## config.mk

```make
export PLATFORM = sky130hd
export DESIGN_NAME = srl_cell
export DESIGN_NICKNAME = d
export VERILOG_FILES = /design/src/sv/srl_pkg.sv /design/src/sv/srl_cell.sv
export SDC_FILE = /design/constraint.sdc
export NUM_CORES = 1
export LEC_CHECK = 0
export BUFFER_PORTS_ARGS = -buffer_cell sky130_fd_sc_hd__buf_2
export CORE_AREA = 2 2 190 192
export CTS_BUF_LIST = sky130_fd_sc_hd__clkbuf_8 sky130_fd_sc_hd__clkbuf_16
export CTS_CLUSTER_SIZE = 12
export DETAILED_ROUTE_END_ITERATION = 12
export DIE_AREA = 0 0 192 194
export GPL_TIMING_DRIVEN = 0
export PLACE_DENSITY = 0.5
export SLEW_MARGIN = 0
export SYNTH_ARGS = -nofsm -noshare
export SYNTH_HDL_FRONTEND = slang
export SYNTH_SLANG_ARGS = --single-unit
```

## constraint.sdc

```tcl
create_clock -name i_clk -period 6.7 [get_ports i_clk]
set_input_delay 0 -clock i_clk [delete_from_list [all_inputs] [get_ports i_clk]]
set_output_delay 0 -clock i_clk [all_outputs]
set_load 0.02 [all_outputs]
```

## src/sv/srl_pkg.sv

```systemverilog
// Shared constants, codes and types of the sorted record list.
package srl_pkg;

    localparam int DEPTH  = 16;
    localparam int CNT_W  = $clog2(DEPTH + 1);
    localparam int KEY_W  = 32;
    localparam int TAG_W  = 64;
    localparam int CMD_W  = 2;
    localparam int STAT_W = 2;
    localparam int FILL_W = 7;

    typedef enum logic [CMD_W-1:0] {
        CMD_INSERT = 2'd0,
        CMD_DELETE = 2'd1,
        CMD_READ   = 2'd2,
        CMD_NOP    = 2'd3
    } t_cmd;

    typedef enum logic [STAT_W-1:0] {
        ST_OK        = 2'd0,
        ST_FULL      = 2'd1,
        ST_NOT_FOUND = 2'd2,
        ST_EMPTY     = 2'd3
    } t_status;

    // Per-cycle operation broadcast to every cell
    typedef enum logic [1:0] {
        OP_HOLD   = 2'd0,
        OP_INSERT = 2'd1,
        OP_DELETE = 2'd2,
        OP_ROTATE = 2'd3
    } t_cell_op;

    typedef struct packed {
        logic signed [KEY_W-1:0] key;
        logic        [TAG_W-1:0] tag;
    } t_rec;

    typedef struct packed {
        logic m;   // slot free or stored key greater than the command key
        logic eq;  // occupied and stored key == command key
    } t_cell_flags;

    typedef struct packed {
        t_cell_op                op;
        logic signed [KEY_W-1:0] key;
        logic        [TAG_W-1:0] tag;
    } t_cell_ctl;

endpackage

```

## src/sv/srl_cell.sv

```systemverilog
// One storage cell of the sorted chain: holds a record, shifts with its neighbours.
module srl_cell (
    input  logic                i_clk,
    input  srl_pkg::t_cell_ctl  i_ctl,
    input  logic                i_valid,
    input  logic                i_next_valid,
    input  logic                i_prev_m,
    input  srl_pkg::t_rec       i_prev,
    input  srl_pkg::t_rec       i_next,
    input  srl_pkg::t_rec       i_head,
    output srl_pkg::t_rec       o_rec,
    output srl_pkg::t_cell_flags o_flags
);
    import srl_pkg::*;

    t_rec r_rec;
    t_rec n_rec;
    logic w_m;
    logic w_ge;
    logic w_eq;

    assign w_m  = !i_valid || (r_rec.key > i_ctl.key);
    assign w_ge = i_valid && (r_rec.key >= i_ctl.key);
    assign w_eq = i_valid && (r_rec.key == i_ctl.key);

    assign o_flags = '{m: w_m, eq: w_eq};
    assign o_rec   = r_rec;

    always_comb begin
        n_rec = r_rec;
        unique case (i_ctl.op)
            OP_HOLD: begin
            end
            OP_INSERT: begin
                // neighbour below is shifting up: take its record
                if (i_prev_m) begin
                    n_rec = i_prev;
                end else if (w_m) begin
                    n_rec = '{key: i_ctl.key, tag: i_ctl.tag};
                end
            end
            OP_DELETE: begin
                if (w_ge) begin
                    n_rec = i_next;
                end
            end
            OP_ROTATE: begin
                // last occupied cell receives the head record
                if (i_valid && !i_next_valid) begin
                    n_rec = i_head;
                end else if (i_valid) begin
                    n_rec = i_next;
                end
            end
        endcase
    end

    always_ff @(posedge i_clk) begin
        r_rec <= n_rec;
    end

endmodule

```

-- Yosys cells after proc, flatten, opt, wreduce, memory -nomap -nowiden
Index checks and enable logic that the tools add are counted.
- order comparisons: 2
- eq/ne operators: 7
- multiplexer cells: 6
- reduce and logical (&&, ||, !) cells: 8
- operators with widths (cell ; number):
    two-way mux 96 bit ; 5
    one-hot mux 96 bit (3 select lines) ; 1
    equality test 32 bit ; 1
    greater-or-equal comparator 32 bit ; 1
    greater-than comparator 32 bit ; 1
    != test 3 bit (second input constant) ; 2
    equality test 2 bit (second input constant) ; 2
    AND reduction 4 bit ; 1
    logical AND 1 bit ; 3
    nonzero test 3 bit ; 1
    equality test 2 x 1 -> 1 bit (second input constant) ; 1
    logical NOT 1 bit ; 2
    != test 2 bit (second input constant) ; 1
    logical OR 1 bit ; 1
- bits in registers: 96
- output and inout port bits: 98

-- Longest topological paths before layout
Gate-level depths: netlist of the first run.
- depth after elaboration: 5
- depth in mapped cells: 10
- mapped depth without buffers: 9

-- Worst setup path before layout of the first run
Ideal clock, no wire load.
- path type: register to register
- start: register r_rec (netlist bit o_rec[79])
- end: register r_rec (netlist bit o_rec[0]), enable pin
- data arrival time: 6950 ps
- slack: -858 ps
- stages on the path, launching flop included: 9
- period minus slack after synthesis: 7558 ps
- cell sequence: edfxtp_1 ha_1 and4_4 nand3_2 a21o_1 a41o_1 a31oi_2 nand2_1 a31oi_1
- longest elaborated chain between the ends: 4
- elaborated cells on any way between the ends: 7
- classes of those cells: order compare: 2; eq/ne: 2; reduce/logical: 3
- ends and longest elaborated chain (element ; RTL line ; text):
    start, declared ; srl_cell.sv:16 ; t_rec r_rec;
    start signal, assigned ; srl_cell.sv:59 ; r_rec <= n_rec;
    greater-than comparator 32 bit / greater-or-equal comparator 32 bit (equally long branches) ; srl_cell.sv:22, srl_cell.sv:23 ;
    logical OR 1 bit / logical AND 1 bit (equally long branches) ; srl_cell.sv:22, srl_cell.sv:23 ;
    != test 3 bit (no line) / != test 2 bit (equally long branches) ; n/a ;
    AND reduction 4 bit (no line) (*) ; n/a ;
Every way passes the cells marked *; elsewhere a longest branch is shown, timed or not.
A chain may end at the register's enable or synchronous reset.

-- Final worst setup path of the first run
- start: register r_rec (netlist bit o_rec[87])
- end: register r_rec (netlist bit o_rec[22]), enable pin
The elaborated chain is that of the path after synthesis.

==> results by group, run 1 <==
Floorplanning
  • Die height: 194 microns
  • Initial Util: 0.174
  • Die width: 192 microns
  • Row count: 69
  • Placeable Area: 35,200 sq um
  • Ports: 488
  • Total die area: 37,200 sq um

Route
  • ANT nets after route: 0
  • Vias: 7,421
  • WL per Instance: 18.6 microns
  • Drc violations: 0
  • TritonRoute pass-1 iters: 5
  • Detailed Route WL: 31.7 mm
  • Initial DRC count: 308
  • Vias/cell: 4.36

Critical path
  • Setup CP Type: flop to flop
  • CP endpoint: o_rec[22]
  • Reg2reg path depth: 10
  • Crit start category: flop
  • Crit end category: flop
  • Worst EP arrival: 3.97 ns
  • Critical Path RT: 6.76 ns
  • Worst reg2reg startpoint: o_rec[87]
  • Reg2reg end: o_rec[22]
  • Setup crit start: o_rec[87]
  • CP max FO: 25
  • FF-to-FF setup slack: 2.79 ns

Logic synthesis
  • Register area share after synthesis: 0.470
  • Compound-Gate Fraction of Synth Area: 0.223
  • Mapped Cells: 556
  • Synth cell types: 35
  • Largest family of logic cells by synthesized area: compound AO/OA/AOI/OAI gates
  • Post-synthesis adder-cell area fraction: 0.0652
  • Avg Cell Area, Syn: 11.0 sq um
  • Synth Warn #: 0
  • Yosys reg bits: 96
  • Post-synth net total: 978
  • Post-Synth XOR/XNOR Area: 0
  • Multiplexer share of the synthesized area: 0.158
  • Mapped cell area: 6140 sq um
  • Synth Area in Simple Gates: 0.0320

Global routing
  • Vias in the first global route: 7,826
  • Largest net degree at the start of global routing: 28
  • Initial antenna violation count: 6
  • First-pass GRT wire length: 44.2 mm
  • Gr usage total: 0.162
  • GRT overflow: 0

Finish
  • Multi-input gate area: 2960 sq um
  • Fin nets: 1,656
  • Fill count: 3,673
  • Share of cells above drive strength 1: 0.426
  • Flip-flop and latch area: 2880 sq um
  • Max reg flops: 96
  • Area growth syn-to-layout: 83.9%
  • Post-route cell area: 11,300 sq um

STA
  • Max Freq: 256 MHz
  • Minimum clock period: 3.91 ns
  • Slew margin rel.: 0.362
  • TNS Setup: 0 ns
  • Pins Over Slew Limit: 0
  • Final worst slack: 2.79 ns
  • Clk_skew: 0.00875 ns
  • Least-Margin Pin Slew: 0.957 ns
  • RSZ-0062 raised after global routing: no
  • Crit share post-route: 0.584
  • Final setup fails: 0
  • Hold Vio Cnt, Final: 0

Placed design
  • Worst slack at placement: 2.68 ns
  • Detailed Place HPWL: 25.0 mm
  • Port buffer count: 485
  • RePlAce Congestion: 0.861
  • Area post-placement: 9220 sq um

Clock network
  • Post-CTS resize count: 0
  • Post-CTS Setup Inserts: 0
  • Htree depth: 3
  • TritonCTS clock tree: built
  • TritonCTS buffer count: 9
  • CTS Buffer Depth: 2
  • Clock-pin slew on the worst setup and hold paths: 0.07 ns
  • CTS sink count: 96
  • Root buffer cell: clkbuf_16
  • Clk_lat worst skew: 0.36 ns

Pwr
  • Static leakage: 5.19 nW
  • IR drop worst, VDD: 0.108 mV
  • Pwr/cell area: 173 nW/um^2

Flow run
  • Max_cap viols: 0

Hold path
  • Hold Path Depth: 3
  • Hold crit path type: input pin to flop

Status
  • Status: complete, no violations
worst min path at each step:
stage	from	to	slack [ns]
after detailed placement	i_next[0]	o_rec[0]	0.31
after global routing	i_next[86]	o_rec[86]	0.008
after floorplan	i_valid	o_flags[1]	0.16
after global placement	i_next[1]	o_rec[1]	0.30
after CTS	i_ctl[46]	o_rec[46]	0.0005
final	i_next[86]	o_rec[86]	0.004
cell families after synthesis:
kind of cell / Yosys count
fa+ha+maj: 32
mux: 97
buf+inv: 78
simple gates: 34
flops: 96
compound gates: 219
cell usage in the layout, fill, tap and decap left out, types with 9 or more instances in the layout:
| master | count |
|---|---|
| a22oi_1 | 96 |
| dlygate4sd3_1 | 179 |
| edfxtp_1 | 96 |
| clkbuf_16 | 9 |
| o21ai_0 | 96 |
| ha_1 | 32 |
| a21oi_1 | 12 |
| buf_2 | 498 |
| nand2_1 | 12 |
| inv_1 | 33 |
| clkbuf_1 | 28 |
| mux2i_1 | 96 |
synth_stat cells, drive strengths merged:
library cell / count / area (sq um)
edfxtp: 96 / 2880
o211ai: 1 / 7.51
o21ai: 100 / 500
inv: 33 / 124
and2: 1 / 6.26
nand3: 5 / 35.0
a21oi: 12 / 60.1
o21a: 1 / 7.51
a21o: 3 / 22.5
nand3b: 1 / 7.51
o31ai: 1 / 7.51
a41o: 1 / 10.0
and4: 3 / 31.3
nand2: 12 / 45.0
nand4: 3 / 18.8
mux2: 1 / 11.3
a31oi: 2 / 18.8
nor4: 1 / 6.26
clkbuf: 28 / 105
a211oi: 1 / 7.51
mux2i: 96 / 961
nor2: 2 / 7.51
a22oi: 96 / 721
nor2b: 1 / 6.26
nor3b: 1 / 12.5
nor3: 4 / 20.0
ha: 32 / 400
buf: 17 / 87.6
a221oi: 1 / 8.76
report_power, final:
part | switching, mW | total, mW | leakage, nW | internal (mW)
Combinational | 0.360 | 0.667 | 4.12 | 0.307
Clock | 0.249 | 0.502 | 0.132 | 0.253
Sequential | 0.0257 | 0.782 | 0.936 | 0.756
stage by stage:
stage	power (mW)	hold WS, ns	instances	utilization
after global routing	2.06	0.00843	1702	0.320
after CTS	1.98	0.000549	1699	0.320
after floorplan	1.08	0.159	556	-
after global placement	1.37	0.303	1502	0.260
after detailed placement	1.37	0.306	1505	0.262
final	1.95	0.00441	1703	0.321
worst max-delay path: stages, from the launching register on:
cell and delay (ns):
edfxtp_1 0.41, ha_1 0.38, a21oi_1 0.35, o21ai_1 0.18, a221oi_1 0.52, nor2_1 0.10
a31oi_2 0.21, nand2_1 0.14, a31oi_4 0.79, buf_12 0.28, buf_12 0.21
layout make-up:
cell class | count | share of cell area
Timing Repair Buffer | 667 | 0.379
Multi-Input combinational cell | 382 | 0.262
Sequential cell | 96 | 0.255
Tap cell | 461 | 0.0511
Clock buffer | 9 | 0.0199
Buffer | 45 | 0.0171
Inverter | 33 | 0.0110
Clock inverter | 6 | 0.00388
Antenna cell | 4 | 0.000887
timing repair:
action,4_1_cts,5_1_grt
setup endpoints to repair,0,0
endpoints found under the hold margin,87,0
hold buffers,179,0
per-layer routing:
layer  wire length [microns]  vias up  track usage
li1                        -     3536            -
met1                   11800     3456        0.165
met2                   16500      372        0.307
met3                    2340       55       0.0395
met4                    1080        2       0.0707
met5                      11        -            0
(Power assumes the default switching activity.)
==> inputs of run 2 (changes only) <==
==> constraint.sdc (replaced) <==
create_clock -name i_clk -period 3.5 [get_ports i_clk]
set_input_delay 0 -clock i_clk [delete_from_list [all_inputs] [get_ports i_clk]]
set_output_delay 0 -clock i_clk [all_outputs]
set_load 0.02 [all_outputs]
==> run 2 against run 1 <==
  * Core utilization up 0.54 points
  * Wire length is 1.6% higher
  * Combinational power increased by 98%
  * Die area stayed put
  * Critical path depth rose by 2
  * Count of clock-buffer cells in the layout stayed put
  * Maximum frequency increased by 21%
  * Cell area grew 1.7%
  * Power up 99%
  * Final cell count is 0.35% higher
  * Sequential share of layout area shrank 0.42 points
  * Clock skew barely moved
==> results by group, run 2 (same netlist as run 1, synthesis figures left out) <==
Floorplanning
  • Die height: 194 microns
  • Initial Util: 0.174
  • Row count: 69
  • Total die area: 37,200 sq um
  • Die width: 192 microns
  • Ports: 488
  • Placeable Area: 35,200 sq um

Route
  • Drc violations: 0
  • ANT nets after route: 0
  • Initial DRC count: 343
  • Detailed Route WL: 32.2 mm
  • Vias: 7,453
  • WL per Instance: 18.8 microns
  • TritonRoute pass-1 iters: 5
  • Vias/cell: 4.36

Finish
  • Most frequent cells in the layout: 498 x buf_2, 184 x dlygate4sd3_1
  • Fin nets: 1,664
  • Area growth syn-to-layout: 87.0%
  • Multi-input gate area: 2990 sq um
  • Commonest non-fill, non-tap cell in the layout: buf_2
  • Max reg flops: 96
  • Flip-flop and latch area: 2880 sq um
  • Fill count: 3,695
  • Share of cells above drive strength 1: 0.429
  • Non-Filler Instances: 1,709

Critical path
  • Crit start category: flop
  • Crit end category: flop
  • Setup CP Type: flop to flop
  • CP max FO: 20
  • Worst EP arrival: 3.30 ns
  • Critical Path RT: 3.57 ns

STA
  • Final setup fails: 0
  • Minimum clock period: 3.23 ns
  • Least-Margin Pin Slew: 0.825 ns
  • Worst hold slack: 0.0129 ns
  • Slew margin rel.: 0.450
  • Clk_skew: 0.00898 ns
  • Crit share post-route: 0.922
  • Hold Vio Cnt, Final: 0
  • TNS Setup: 0 ns
  • RSZ-0062 raised after global routing: no
  • Pins Over Slew Limit: 0
  • Max Freq: 310 MHz

Clock network
  • TritonCTS buffer count: 9
  • Htree depth: 3
  • Clk_lat worst skew: 0.36 ns
  • Clock-pin slew on the worst setup and hold paths: 0.07 ns
  • CTS sink count: 96
  • CTS Buffer Depth: 2
  • TritonCTS clock tree: built
  • Root buffer cell: clkbuf_16

Pwr
  • Clock share of power: 0.275
  • Sequential share of power: 0.386
  • Static leakage: 5.26 nW
  • Logic pwr share: 0.340
  • IR drop worst, VDD: 0.212 mV
  • Internal: 2.63 mW
  • Switching power share of the total: 0.322
  • Net Switching: 1.25 mW
  • Pwr/cell area: 338 nW/um^2

Global routing
  • Initial antenna violation count: 3
  • GRT overflow: 0
  • Vias in the first global route: 7,865
  • First-pass GRT wire length: 45.1 mm
  • Largest net degree at the start of global routing: 27
  • Gr usage total: 0.165

Placed design
  • Detailed Place HPWL: 25.2 mm
  • Port buffer count: 485
  • RePlAce Congestion: 0.913
  • DP Cell Count: 1,507

Flow run
  • Max_cap viols: 0

Status
  • Status: complete, no violations

Hold path
  • Hold crit path type: input pin to flop
run 2: timing repair:
item                                   in CTS  in global routing
cloned                                      0                  0
buffers inserted                            1                  0
setup endpoints to repair                  36                 17
gates resized for setup                     0                  1
hold buffers                              184                  0
pin swaps                                   1                  0
endpoints found under the hold margin      90                  0
run 2: metrics by stage:
step / power (mW) / utilization / setup slack [ns] / area [sq um]
6_report: 3.88 / 0.326 / 0.274 / 11500
5_1_grt: 4.08 / 0.326 / 0.00261 / 11500
3_5_place_dp: 2.66 / 0.265 / -0.347 / 9320
2_1_floorplan: 2.06 / - / -0.378 / 6180
4_1_cts: 3.94 / 0.326 / 0.0789 / 11500
3_3_place_gp: 2.61 / 0.261 / -1.84 / 9190
run 2: area by class of cell:
class / instances / area share
clock buffers: 9 / 0.0196
clock inverters: 7 / 0.00676
multi-input cells: 382 / 0.261
plain buffers: 45 / 0.0168
diodes: 1 / 0.000218
repair buffers: 675 / 0.384
well taps: 461 / 0.0503
inverters: 33 / 0.0108
flip-flops and latches: 96 / 0.251
run 2: critical path: stages, from the launching register on:
cell	delay [ns]
edfxtp_1	0.39
ha_1	0.35
a21oi_1	0.25
o21ai_1	0.18
a221oi_2	0.40
nor2_1	0.09
a31oi_2	0.19
nand2_1	0.13
a31oi_4	0.25
buf_16	0.18
buf_16	0.15
buf_16	0.18
buf_16	0.17
run 2: per-layer routing:
metal  up-vias  share of wire  GRT usage
li1       3559              -          -
met1      3480           0.37      0.167
met2       362           0.53      0.318
met3        48          0.073     0.0404
met4         4          0.033     0.0645
met5         -         0.0011          0
run 2: worst paths after layout:
check              from  slack, ns  cells after the start   endpoint
max           o_rec[87]       0.27                     12  o_rec[35]
min          i_next[56]       0.01                      3  o_rec[56]
max reg2reg   o_rec[87]       0.27                     12  o_rec[35]
min reg2reg   o_rec[95]       1.34                      7  o_rec[85]
run 2: power groups by stage:
stage	Combinational [mW]	Clock, mW	Sequential [mW]
2_1_floorplan	0.368	0	1.70
3_3_place_gp	1.08	0	1.53
3_5_place_dp	1.13	0	1.52
4_1_cts	1.32	1.12	1.50
5_1_grt	1.43	1.15	1.51
6_report	1.32	1.06	1.49
